`src/sv/rgbhsl_pkg.sv`:
```
// Types, constants and the restoring-division step for the RGB to HSL converter.
// No dependencies; imported by the converter, its checker and the testbench.
`default_nettype none

package rgbhsl_pkg;

  localparam int unsigned QuotW        = 7;
  localparam int unsigned BitsPerStage = 2;
  localparam int unsigned DivStages    = (QuotW + BitsPerStage - 1) / BitsPerStage;
  localparam int unsigned Latency      = DivStages + 3;

  localparam logic [8:0]  FullTurn    = 9'd360;
  localparam logic [8:0]  GreenBase   = 9'd120;
  localparam logic [8:0]  BlueBase    = 9'd240;
  localparam logic [8:0]  SpanSum     = 9'd510;
  // half the sum at most 128 means the sum itself is at most 257
  localparam logic [8:0]  SatSplitSum = 9'd257;
  localparam logic [15:0] HueScale    = 16'd60;
  localparam logic [15:0] PctScale    = 16'd100;
  // 50 * 32897: exact floor of 100 * sum / 510 after a right shift by 23
  localparam logic [29:0] LightMul    = 30'd1644850;
  localparam int unsigned LightShift  = 23;

  typedef enum logic [1:0] {
    SecRed   = 2'd0,
    SecGreen = 2'd1,
    SecBlue  = 2'd2
  } sector_e;

  typedef struct packed {
    logic [15:0]      rem;
    logic [QuotW-1:0] quot;
  } div_t;

  typedef struct packed {
    div_t       hue;
    logic [8:0] hue_den;
    div_t       sat;
    logic [8:0] sat_den;
    sector_e    sector;
    logic       neg;
    logic       grey;
    logic [6:0] light;
  } div_pipe_t;

  function automatic div_t div_step(div_t cur, logic [8:0] den, int unsigned k);
    logic [15:0] trial;
    div_t        nxt;
    trial    = {7'd0, den} << k;
    nxt.quot = {cur.quot[QuotW-2:0], 1'b0};
    if (cur.rem >= trial) begin
      nxt.rem     = cur.rem - trial;
      nxt.quot[0] = 1'b1;
    end else begin
      nxt.rem = cur.rem;
    end
    return nxt;
  endfunction

endpackage

`default_nettype wire

```
`src/sv/rgb_to_hsl_converter.sv`:
```
// RGB to HSL converter top level: pipelined max/min, scaling and two restoring dividers.
// Depends on rgbhsl_pkg.
`default_nettype none

// Takes one packed RGB pixel per clock and returns hue in whole degrees, saturation
// and lightness in whole percent, all truncated; grey pixels give hue and saturation 0.
// Every request taken with start_i high and busy_o low yields exactly one result,
// shown for one cycle with done_o high, in request order.
// The latency is set by the two shared-shape restoring dividers, which resolve up to two
// quotient bits per stage over four stages. busy_o is high only while reset is held;
// results cannot be held off, and none is needed as nothing ever stalls.
module rgb_to_hsl_converter
  import rgbhsl_pkg::*;
(
  input  wire logic        clk_i,
  input  wire logic        rst_ni,
  input  wire logic        start_i,
  output      logic        busy_o,
  input  wire logic [23:0] pixel_rgb_i,
  output      logic        done_o,
  output      logic [8:0]  hue_deg_o,
  output      logic [6:0]  sat_pct_o,
  output      logic [6:0]  light_pct_o
);

  logic [7:0] red, green, blue;
  logic [7:0] mx, mn;
  logic [7:0] diff_d;
  logic       neg_d;
  sector_e    sector_d;

  logic       v1_q;
  sector_e    sector_q;
  logic [7:0] spread_q;
  logic [8:0] sum_q;
  logic [7:0] diff_q;
  logic       neg_q;

  div_pipe_t  pipe_d [DivStages+1];
  div_pipe_t  pipe_q [DivStages+1];
  logic       pipe_v_q [DivStages+1];

  logic       done_q;
  logic [8:0] hue_d, hue_q;
  logic [6:0] sat_d, sat_q;
  logic [6:0] light_q;

  logic [29:0] light_prod;
  logic        rem_nz;
  logic [8:0]  quot9;

  assign busy_o = ~rst_ni;

  // stage 1: largest and smallest channel, sector and signed channel difference
  assign red   = pixel_rgb_i[23:16];
  assign green = pixel_rgb_i[15:8];
  assign blue  = pixel_rgb_i[7:0];

  always_comb begin
    priority if (blue >= red && blue >= green) begin
      sector_d = SecBlue;
      mx       = blue;
    end else if (green >= red && green >= blue) begin
      sector_d = SecGreen;
      mx       = green;
    end else begin
      sector_d = SecRed;
      mx       = red;
    end
    priority if (blue <= red && blue <= green) begin
      mn = blue;
    end else if (green <= red && green <= blue) begin
      mn = green;
    end else begin
      mn = red;
    end
    unique case (sector_d)
      SecRed: begin
        neg_d  = green < blue;
        diff_d = neg_d ? blue - green : green - blue;
      end
      SecGreen: begin
        neg_d  = blue < red;
        diff_d = neg_d ? red - blue : blue - red;
      end
      SecBlue: begin
        neg_d  = red < green;
        diff_d = neg_d ? green - red : red - green;
      end
      default: begin
        neg_d  = 1'b0;
        diff_d = 8'd0;
      end
    endcase
  end

  always_ff @(posedge clk_i) begin
    sector_q <= sector_d;
    spread_q <= mx - mn;
    sum_q    <= {1'b0, mx} + {1'b0, mn};
    diff_q   <= diff_d;
    neg_q    <= neg_d;
  end

  // stage 2: dividends, divisors and lightness
  assign light_prod = 30'(sum_q) * LightMul;

  always_comb begin
    pipe_d[0].hue.rem   = 16'(diff_q) * HueScale;
    pipe_d[0].hue.quot  = '0;
    pipe_d[0].hue_den   = {1'b0, spread_q};
    pipe_d[0].sat.rem   = 16'(spread_q) * PctScale;
    pipe_d[0].sat.quot  = '0;
    pipe_d[0].sat_den   = (sum_q <= SatSplitSum) ? sum_q : SpanSum - sum_q;
    pipe_d[0].sector    = sector_q;
    pipe_d[0].neg       = neg_q;
    pipe_d[0].grey      = spread_q == 8'd0;
    pipe_d[0].light     = 7'(light_prod >> LightShift);
  end

  // divider stages, most significant quotient bits first
  for (genvar s = 0; s < DivStages; s++) begin : g_div
    always_comb begin
      pipe_d[s+1] = pipe_q[s];
      for (int j = 0; j < BitsPerStage; j++) begin
        if (int'(QuotW) - 1 - int'(BitsPerStage) * s - j >= 0) begin
          pipe_d[s+1].hue = div_step(pipe_d[s+1].hue, pipe_q[s].hue_den,
                                     QuotW - 1 - BitsPerStage * s - j);
          pipe_d[s+1].sat = div_step(pipe_d[s+1].sat, pipe_q[s].sat_den,
                                     QuotW - 1 - BitsPerStage * s - j);
        end
      end
    end
  end

  for (genvar s = 0; s <= DivStages; s++) begin : g_pipe
    always_ff @(posedge clk_i) begin
      pipe_q[s] <= pipe_d[s];
    end
  end

  // final stage: sector offset, wrap and grey override
  assign rem_nz = pipe_q[DivStages].hue.rem != 16'd0;
  assign quot9  = 9'(pipe_q[DivStages].hue.quot);

  always_comb begin
    unique case (pipe_q[DivStages].sector)
      SecRed: begin
        if (pipe_q[DivStages].neg && quot9 != 9'd0) begin
          hue_d = FullTurn - quot9;
        end else begin
          hue_d = quot9;
        end
      end
      SecGreen: begin
        hue_d = pipe_q[DivStages].neg ? GreenBase - quot9 - 9'(rem_nz)
                                      : GreenBase + quot9;
      end
      SecBlue: begin
        hue_d = pipe_q[DivStages].neg ? BlueBase - quot9 - 9'(rem_nz)
                                      : BlueBase + quot9;
      end
      default: hue_d = 9'd0;
    endcase
    sat_d = pipe_q[DivStages].sat.quot;
    if (pipe_q[DivStages].grey) begin
      hue_d = 9'd0;
      sat_d = 7'd0;
    end
  end

  always_ff @(posedge clk_i) begin
    hue_q   <= hue_d;
    sat_q   <= sat_d;
    light_q <= pipe_q[DivStages].light;
  end

  always_ff @(posedge clk_i or negedge rst_ni) begin
    if (!rst_ni) begin
      v1_q   <= 1'b0;
      done_q <= 1'b0;
      for (int s = 0; s <= DivStages; s++) begin
        pipe_v_q[s] <= 1'b0;
      end
    end else begin
      v1_q        <= start_i & ~busy_o;
      pipe_v_q[0] <= v1_q;
      for (int s = 1; s <= DivStages; s++) begin
        pipe_v_q[s] <= pipe_v_q[s-1];
      end
      done_q <= pipe_v_q[DivStages];
    end
  end

  assign done_o      = done_q;
  assign hue_deg_o   = hue_q;
  assign sat_pct_o   = sat_q;
  assign light_pct_o = light_q;

endmodule

`default_nettype wire

```
`config.mk`:
```
export PLATFORM = sky130hd
export DESIGN_NAME = rgb_to_hsl_converter
export DESIGN_NICKNAME = d
export VERILOG_FILES = /design/src/sv/rgbhsl_pkg.sv /design/src/sv/rgb_to_hsl_converter.sv
export SDC_FILE = /design/constraint.sdc
export NUM_CORES = 1
export LEC_CHECK = 0
export BUFFER_PORTS_ARGS = -buffer_cell sky130_fd_sc_hd__buf_4
export CORE_MARGIN = 5
export CORE_UTILIZATION = 35
export CTS_BUF_LIST = sky130_fd_sc_hd__clkbuf_2
export CTS_CLUSTER_DIAMETER = 40
export DETAILED_ROUTE_END_ITERATION = 12
export GPL_ROUTABILITY_DRIVEN = 0
export PLACE_DENSITY = 0.57
export SETUP_SLACK_MARGIN = 0.15
export SLEW_MARGIN = 20
export SYNTH_ARGS = -nofsm -noshare
export SYNTH_HDL_FRONTEND = slang
export SYNTH_SLANG_ARGS = --single-unit
```
`constraint.sdc`:
```
create_clock -name clk_i -period 5.8 [get_ports clk_i]
set_input_delay 0.29 -clock clk_i [delete_from_list [all_inputs] [get_ports clk_i]]
set_output_delay 0.29 -clock clk_i [all_outputs]
set_load 0.02 [all_outputs]
```
==> metrics.csv, run 1 <==
metric,value,unit
slowest_stage,fa_1,
synth_edf_count,0,
yosys_warnings,0,
ys_seq_area_frac,0.308,
finalSetupTns,0,ns
die_w,260,um
cts_setup_buffers,0,
syn_nets,2822,
outcome,finished clean,
crit_type,register to register,
setup_viol,0,
clk_pin_slew,0.12,ns
syn_avg_cell_area,9.05,um2
std_cell_rows,91,
seqCellArea,0.00672,mm2
ys_ff_latch,334,
utilization,0.400,
post-route-drc-count,0,
final_common_cell,dfxtp_1,
critPathArrivalTime,6.19,ns
fin_ws,0.509,ns
crit_chain,inv_1 -> fa_1 -> a211oi_1 -> o21a_1 -> o21a_1 -> nand2_2 -> o21ai_0 -> inv_1 -> ha_1 -> nor2b_1 -> o21ai_0 -> a21oi_1 -> o31a_1 -> o31a_1 -> nor3_2 -> o221ai_2 -> nor2_1 -> buf_4 -> mux2_1,
wl_per_cell,14.2,um
max-slew-margin-rel,0.382,
cts_sinks,334,
final_cell_mix,"dfxtp_1, ha_1, inv_1",
min_period_over_period,0.912,
place_ws,0.611,ns
cts_tree,built,
max_freq,189,MHz
die_h,260,um
via_count,17377,
hpwlAfterDp,39600,um
nNetsFinal,2995,
grt_use_total,0.146,
grt_overflow,0,
synth_cells,2415,
cts-root-buf,clkbuf_2,
start_util,0.353,
die-area,0.0675,mm2
antenna_found_initial,2,
dr.pass1.iters,5,
wl,49700,um
min_path_type,input port to register,
cts_buffers,88,
grt_max_degree,25,
num_io_pins,52,
clk_path_buf_depth,3,
grt_pass1_vias,17643,
holdWs,0.144,ns
slowest_delay,0.49,ns
htreeDepth,3,
synth_flop_cell,dfxtp_1,
ys_types,99,
area_delta_synth_final,13.3,%
tightest_slew,0.925,ns
multi_input_area,0.0139,mm2
max_cap_violations,0,
min_period,5.29,ns
postRouteAntennaNets,0,
nFillCells,6180,
hold_viol,0,
drt_iter0_drc,1003,
clkLatencyLatePin,1.02,ns
fp.coreArea,0.0618,mm2
ys_async_sr_fraction,0.0210,
fin_skew,0.0876,ns
grt_pass1_wl,83900,um
crit_path_max_fanout,16,
netlist_area,0.0218,mm2
avgViaCountPerCell,4.96,
drive_above_1_share,0.108,
cp_data_required_time,6.70,ns
crit_path_end_kind,register,
rsz0062_at_grt,no,
start_kind,register,
finalMaxSlewViolations,0,
port_buffers,51,
synthesized netlist by cell type (6+ instances only):
| cell type | instances | area share |
|---|---|---|
| nand2b_1 | 26 | 0.0074 |
| ha_1 | 319 | 0.18 |
| o21ai_1 | 13 | 0.0030 |
| nand2_1 | 132 | 0.023 |
| inv_1 | 273 | 0.047 |
| and2_1 | 6 | 0.0017 |
| fa_1 | 61 | 0.056 |
| o21ai_0 | 102 | 0.023 |
| or3_1 | 14 | 0.0040 |
| o31ai_1 | 13 | 0.0045 |
| nor4_1 | 16 | 0.0046 |
| a31oi_1 | 16 | 0.0046 |
| mux2_1 | 12 | 0.0062 |
| a21o_1 | 47 | 0.016 |
| and3_1 | 8 | 0.0023 |
| nand3_1 | 35 | 0.0080 |
| o31a_1 | 10 | 0.0040 |
| a21oi_1 | 204 | 0.047 |
| dfxtp_1 | 327 | 0.30 |
| a21boi_0 | 10 | 0.0034 |
| o21bai_1 | 25 | 0.0086 |
| nor3_1 | 35 | 0.0080 |
| o211ai_1 | 8 | 0.0027 |
| mux2_2 | 35 | 0.018 |
| nor2_1 | 189 | 0.032 |
| a211o_1 | 7 | 0.0028 |
| mux2i_1 | 30 | 0.014 |
| o22ai_1 | 6 | 0.0017 |
| dfrtp_1 | 7 | 0.0080 |
| xor2_1 | 47 | 0.019 |
| nor2b_1 | 39 | 0.011 |
| nand4_1 | 29 | 0.0083 |
| or2_2 | 9 | 0.0026 |
| clkbuf_1 | 29 | 0.0050 |
| a211oi_1 | 15 | 0.0052 |
| o21a_1 | 29 | 0.010 |
| xnor2_1 | 107 | 0.043 |
path summary, 6_finish.rpt:
path                                 start        endpoint  slack (ns)  depth (start not counted)
hold / removal             pixel_rgb_i[12]     spread_q[5]        0.14                          6
setup / recovery            pipe_q[0][194]  pipe_q[0][289]        0.51                         19
hold reg to reg             pipe_q[0][246]  pipe_q[0][322]        0.28                          0
setup reg to reg            pipe_q[0][194]  pipe_q[0][289]        0.51                         19
max in group asynchronous           rst_ni            v1_q        4.75                          4
min in group asynchronous           rst_ni          done_o        0.82                          4
critical path: cells and delay by family, from the launching register on:
kind,cells,cell delay [ns]
AO/OA/AOI/OAI,9,2.43
adder cells (fa/ha/maj),2,0.79
buffers and inverters,3,0.41
flip-flops,1,0.40
multiplexers,1,0.35
AND/OR/NAND/NOR,4,0.79
final cells by class:
class / count / area share
Antenna cell: 6 / 0.000606
Clock buffer: 121 / 0.0245
Clock inverter: 40 / 0.0136
Inverter: 275 / 0.0418
Multi-Input combinational cell: 1767 / 0.563
Sequential cell: 334 / 0.271
Tap cell: 837 / 0.0423
Timing Repair Buffer: 122 / 0.0428
per-stage QoR:
stage          std cells  area, um2
6_report            3502      24800
5_1_grt             3502      24800
4_1_cts             3496      24700
3_5_place_dp        3278      23200
3_3_place_gp        3278      23200
2_1_floorplan       2415      21800
layer usage:
layer,GRT usage,share of wire,vias to the layer above
li1,-,-,8758
met2,0.250,0.47,374
met1,0.189,0.47,8166
met5,0,0,-
met3,0.0276,0.041,79
met4,0.0423,0.019,0
sequential cells by signal, indices dropped and copies added, names as in the netlist:
name / cells
sat_pct_o: 7
pipe_q: 277
neg_q: 1
pipe_v_q: 5
light_pct_o: 7
v1_q: 1
diff_q: 8
hue_deg_o: 9
spread_q: 7
sector_q: 2
sum_q: 9
done_o: 1
what timing repair did:
item                                    4_1_cts  5_1_grt
hold buffers                                 57        0
endpoints found under the hold margin        32        0
resized for setup                             0        0
endpoints found under the setup margin        0        0
logic make-up (layout without fill, tap and decap cells):
| family | count (synthesis) | count (layout) | synth area share |
|---|---|---|---|
| fa+ha+maj | 380 | 380 | 0.239 |
| simple gates | 579 | 579 | 0.131 |
| flops | 334 | 334 | 0.308 |
| xor+xnor | 154 | 154 | 0.0617 |
| mux | 77 | 77 | 0.0380 |
| other cells | 1 | 7 | 0.000172 |
| buf+inv | 314 | 558 | 0.0547 |
| compound gates | 576 | 576 | 0.168 |
Power of run 1 is left out: the tool's default activity adds up to more than one toggle a clock period on the data nets, which glitch-free logic cannot reach.
==> run 2: changes to the inputs <==
==> constraint.sdc (replaced) <==
create_clock -name clk_i -period 5.3 [get_ports clk_i]
set_input_delay 0.265 -clock clk_i [delete_from_list [all_inputs] [get_ports clk_i]]
set_output_delay 0.265 -clock clk_i [all_outputs]
set_load 0.02 [all_outputs]
==> run 2 against run 1 <==
- count of clock-buffer cells in the layout decreased by 10
- sequential share of layout area hardly changed
- hold slack improved by 0.031 ns
- routed wire length decreased by 0.29%
==> metrics.csv, run 2 (synthesis gave the netlist of run 1 again) <==
metric,value,unit
placedCellCount,3285,
min_period,5.10,ns
crit_type,input port to register,
grt_overflow,0,
via_count,17297,
rsz0062_at_grt,yes,
max_cap_violations,0,
cp_data_required_time,6.20,ns
port_buffers,51,
fp.coreArea,0.0618,mm2
finalMaxSlewViolations,0,
max_freq,196,MHz
clk_pin_slew,0.09,ns
critPathArrivalTime,6.00,ns
holdWs,0.175,ns
final_cell_mix,"dfxtp_1, ha_1, inv_1",
cts_buffers,86,
avgViaCountPerCell,4.95,
fin_cells,3496,
multi_input_area,0.0140,mm2
nNetsFinal,3006,
cts_tree,built,
htreeDepth,3,
largest_register,pipe_q,
fin_skew,0.0781,ns
hold_viol,0,
outcome,finished clean,
die-area,0.0675,mm2
postRouteAntennaNets,0,
die_w,260,um
finalSetupTns,0,ns
clkLatencyLatePin,0.98,ns
drive_above_1_share,0.112,
max-slew-margin-rel,0.440,
crit_path_max_fanout,10,
post-route-drc-count,0,
grt_use_total,0.144,
dr.pass1.iters,5,
area_delta_synth_final,13.1,%
cts_sinks,334,
grt_max_degree,25,
cts-root-buf,clkbuf_2,
drt_iter0_drc,764,
crit_path_end_kind,register,
largest_reg_flops,277,
hpwlAfterDp,39600,um
utilization,0.400,
wl_per_cell,14.2,um
final_common_cell,dfxtp_1,
clk_path_buf_depth,3,
std_cell_rows,91,
wl,49500,um
tightest_slew,0.837,ns
grt_pass1_wl,82500,um
grt_pass1_vias,17605,
min_path_type,input port to register,
start_util,0.353,
start_kind,input port,
seqCellArea,0.00672,mm2
setup_viol,0,
min_period_over_period,0.963,
num_io_pins,52,
nFillCells,6195,
die_h,260,um
antenna_found_initial,1,
[run 2: cell types whose count changed in the layout (fill, tap and decap cells not counted), sizes merged]
| cell | previous run | this run |
|---|---|---|
| clkinvlp | 1 | 2 |
| inv | 277 | 278 |
| bufinv | 6 | 1 |
| buf | 65 | 78 |
| clkinv | 31 | 30 |
| diode | 6 | 1 |
| clkbuf | 121 | 111 |
[run 2: metal layers]
metal	track usage	up-vias	routed length [um]
li1	-	8762	-
met1	0.183	8033	23100
met2	0.245	389	23000
met3	0.0285	113	2130
met4	0.0521	0	1310
met5	0	-	0
[run 2: cell type report]
| cell class | count | share of cell area |
|---|---|---|
| Timing Repair Buffer | 135 | 0.0468 |
| Inverter | 275 | 0.0419 |
| Clock buffer | 111 | 0.0225 |
| Multi-Input combinational cell | 1767 | 0.567 |
| Tap cell | 837 | 0.0424 |
| Sequential cell | 334 | 0.272 |
| Clock inverter | 36 | 0.00759 |
| Antenna cell | 1 | 0.000101 |
[run 2: stage by stage]
| stage | worst slack [ns] | cell area (um2) |
|---|---|---|
| CTS | 0.275 | 24600 |
| detailed placement | 0.341 | 23300 |
| floorplan | 0.463 | 21800 |
| global route | 0.0430 | 24700 |
| global placement | 0.518 | 23300 |
| finish | 0.198 | 24700 |
[run 2: critical path, cell delays in order]
cell and delay [ns]:
dlygate4sd3_1 0.52, buf_4 0.16, inv_1 0.14, fa_1 0.44, a21o_1 0.18, a21oi_1 0.23, nor2_1 0.07, a211o_1 0.33
a2bb2oi_4 0.23, a21oi_2 0.24, nor2_1 0.09, a21o_1 0.19, dlygate4sd3_1 0.55, ha_1 0.23, a21oi_1 0.14, nor2_1 0.06
nor2_1 0.15, o21bai_1 0.12, a21oi_2 0.20, o21bai_1 0.08, a21oi_1 0.13, dlygate4sd3_1 0.57, xnor2_1 0.11, dlygate4sd3_1 0.55
[run 2: final timing paths]
| kind | cells after the start | start | slack [ns] | end |
|---|---|---|---|---|
| min in group asynchronous | 4 | rst_ni | 0.83 | pipe_v_q[1] |
| setup / recovery | 24 | pixel_rgb_i[17] | 0.20 | sum_q[7] |
| hold / removal | 6 | pixel_rgb_i[9] | 0.17 | spread_q[1] |
| setup reg to reg | 18 | pipe_q[0][43] | 0.48 | pipe_q[0][142] |
| hold reg to reg | 0 | pipe_q[0][173] | 0.30 | pipe_q[0][250] |
| max in group asynchronous | 4 | rst_ni | 4.21 | pipe_v_q[4] |
[run 2: timing repair]
item,4_1_cts,5_1_grt
endpoints found under the setup margin,0,52
setup buffers,0,6
hold endpoints to repair,32,0
hold buffers,57,0
gates resized for setup,0,22
Power of run 2 is left out for the same reason.
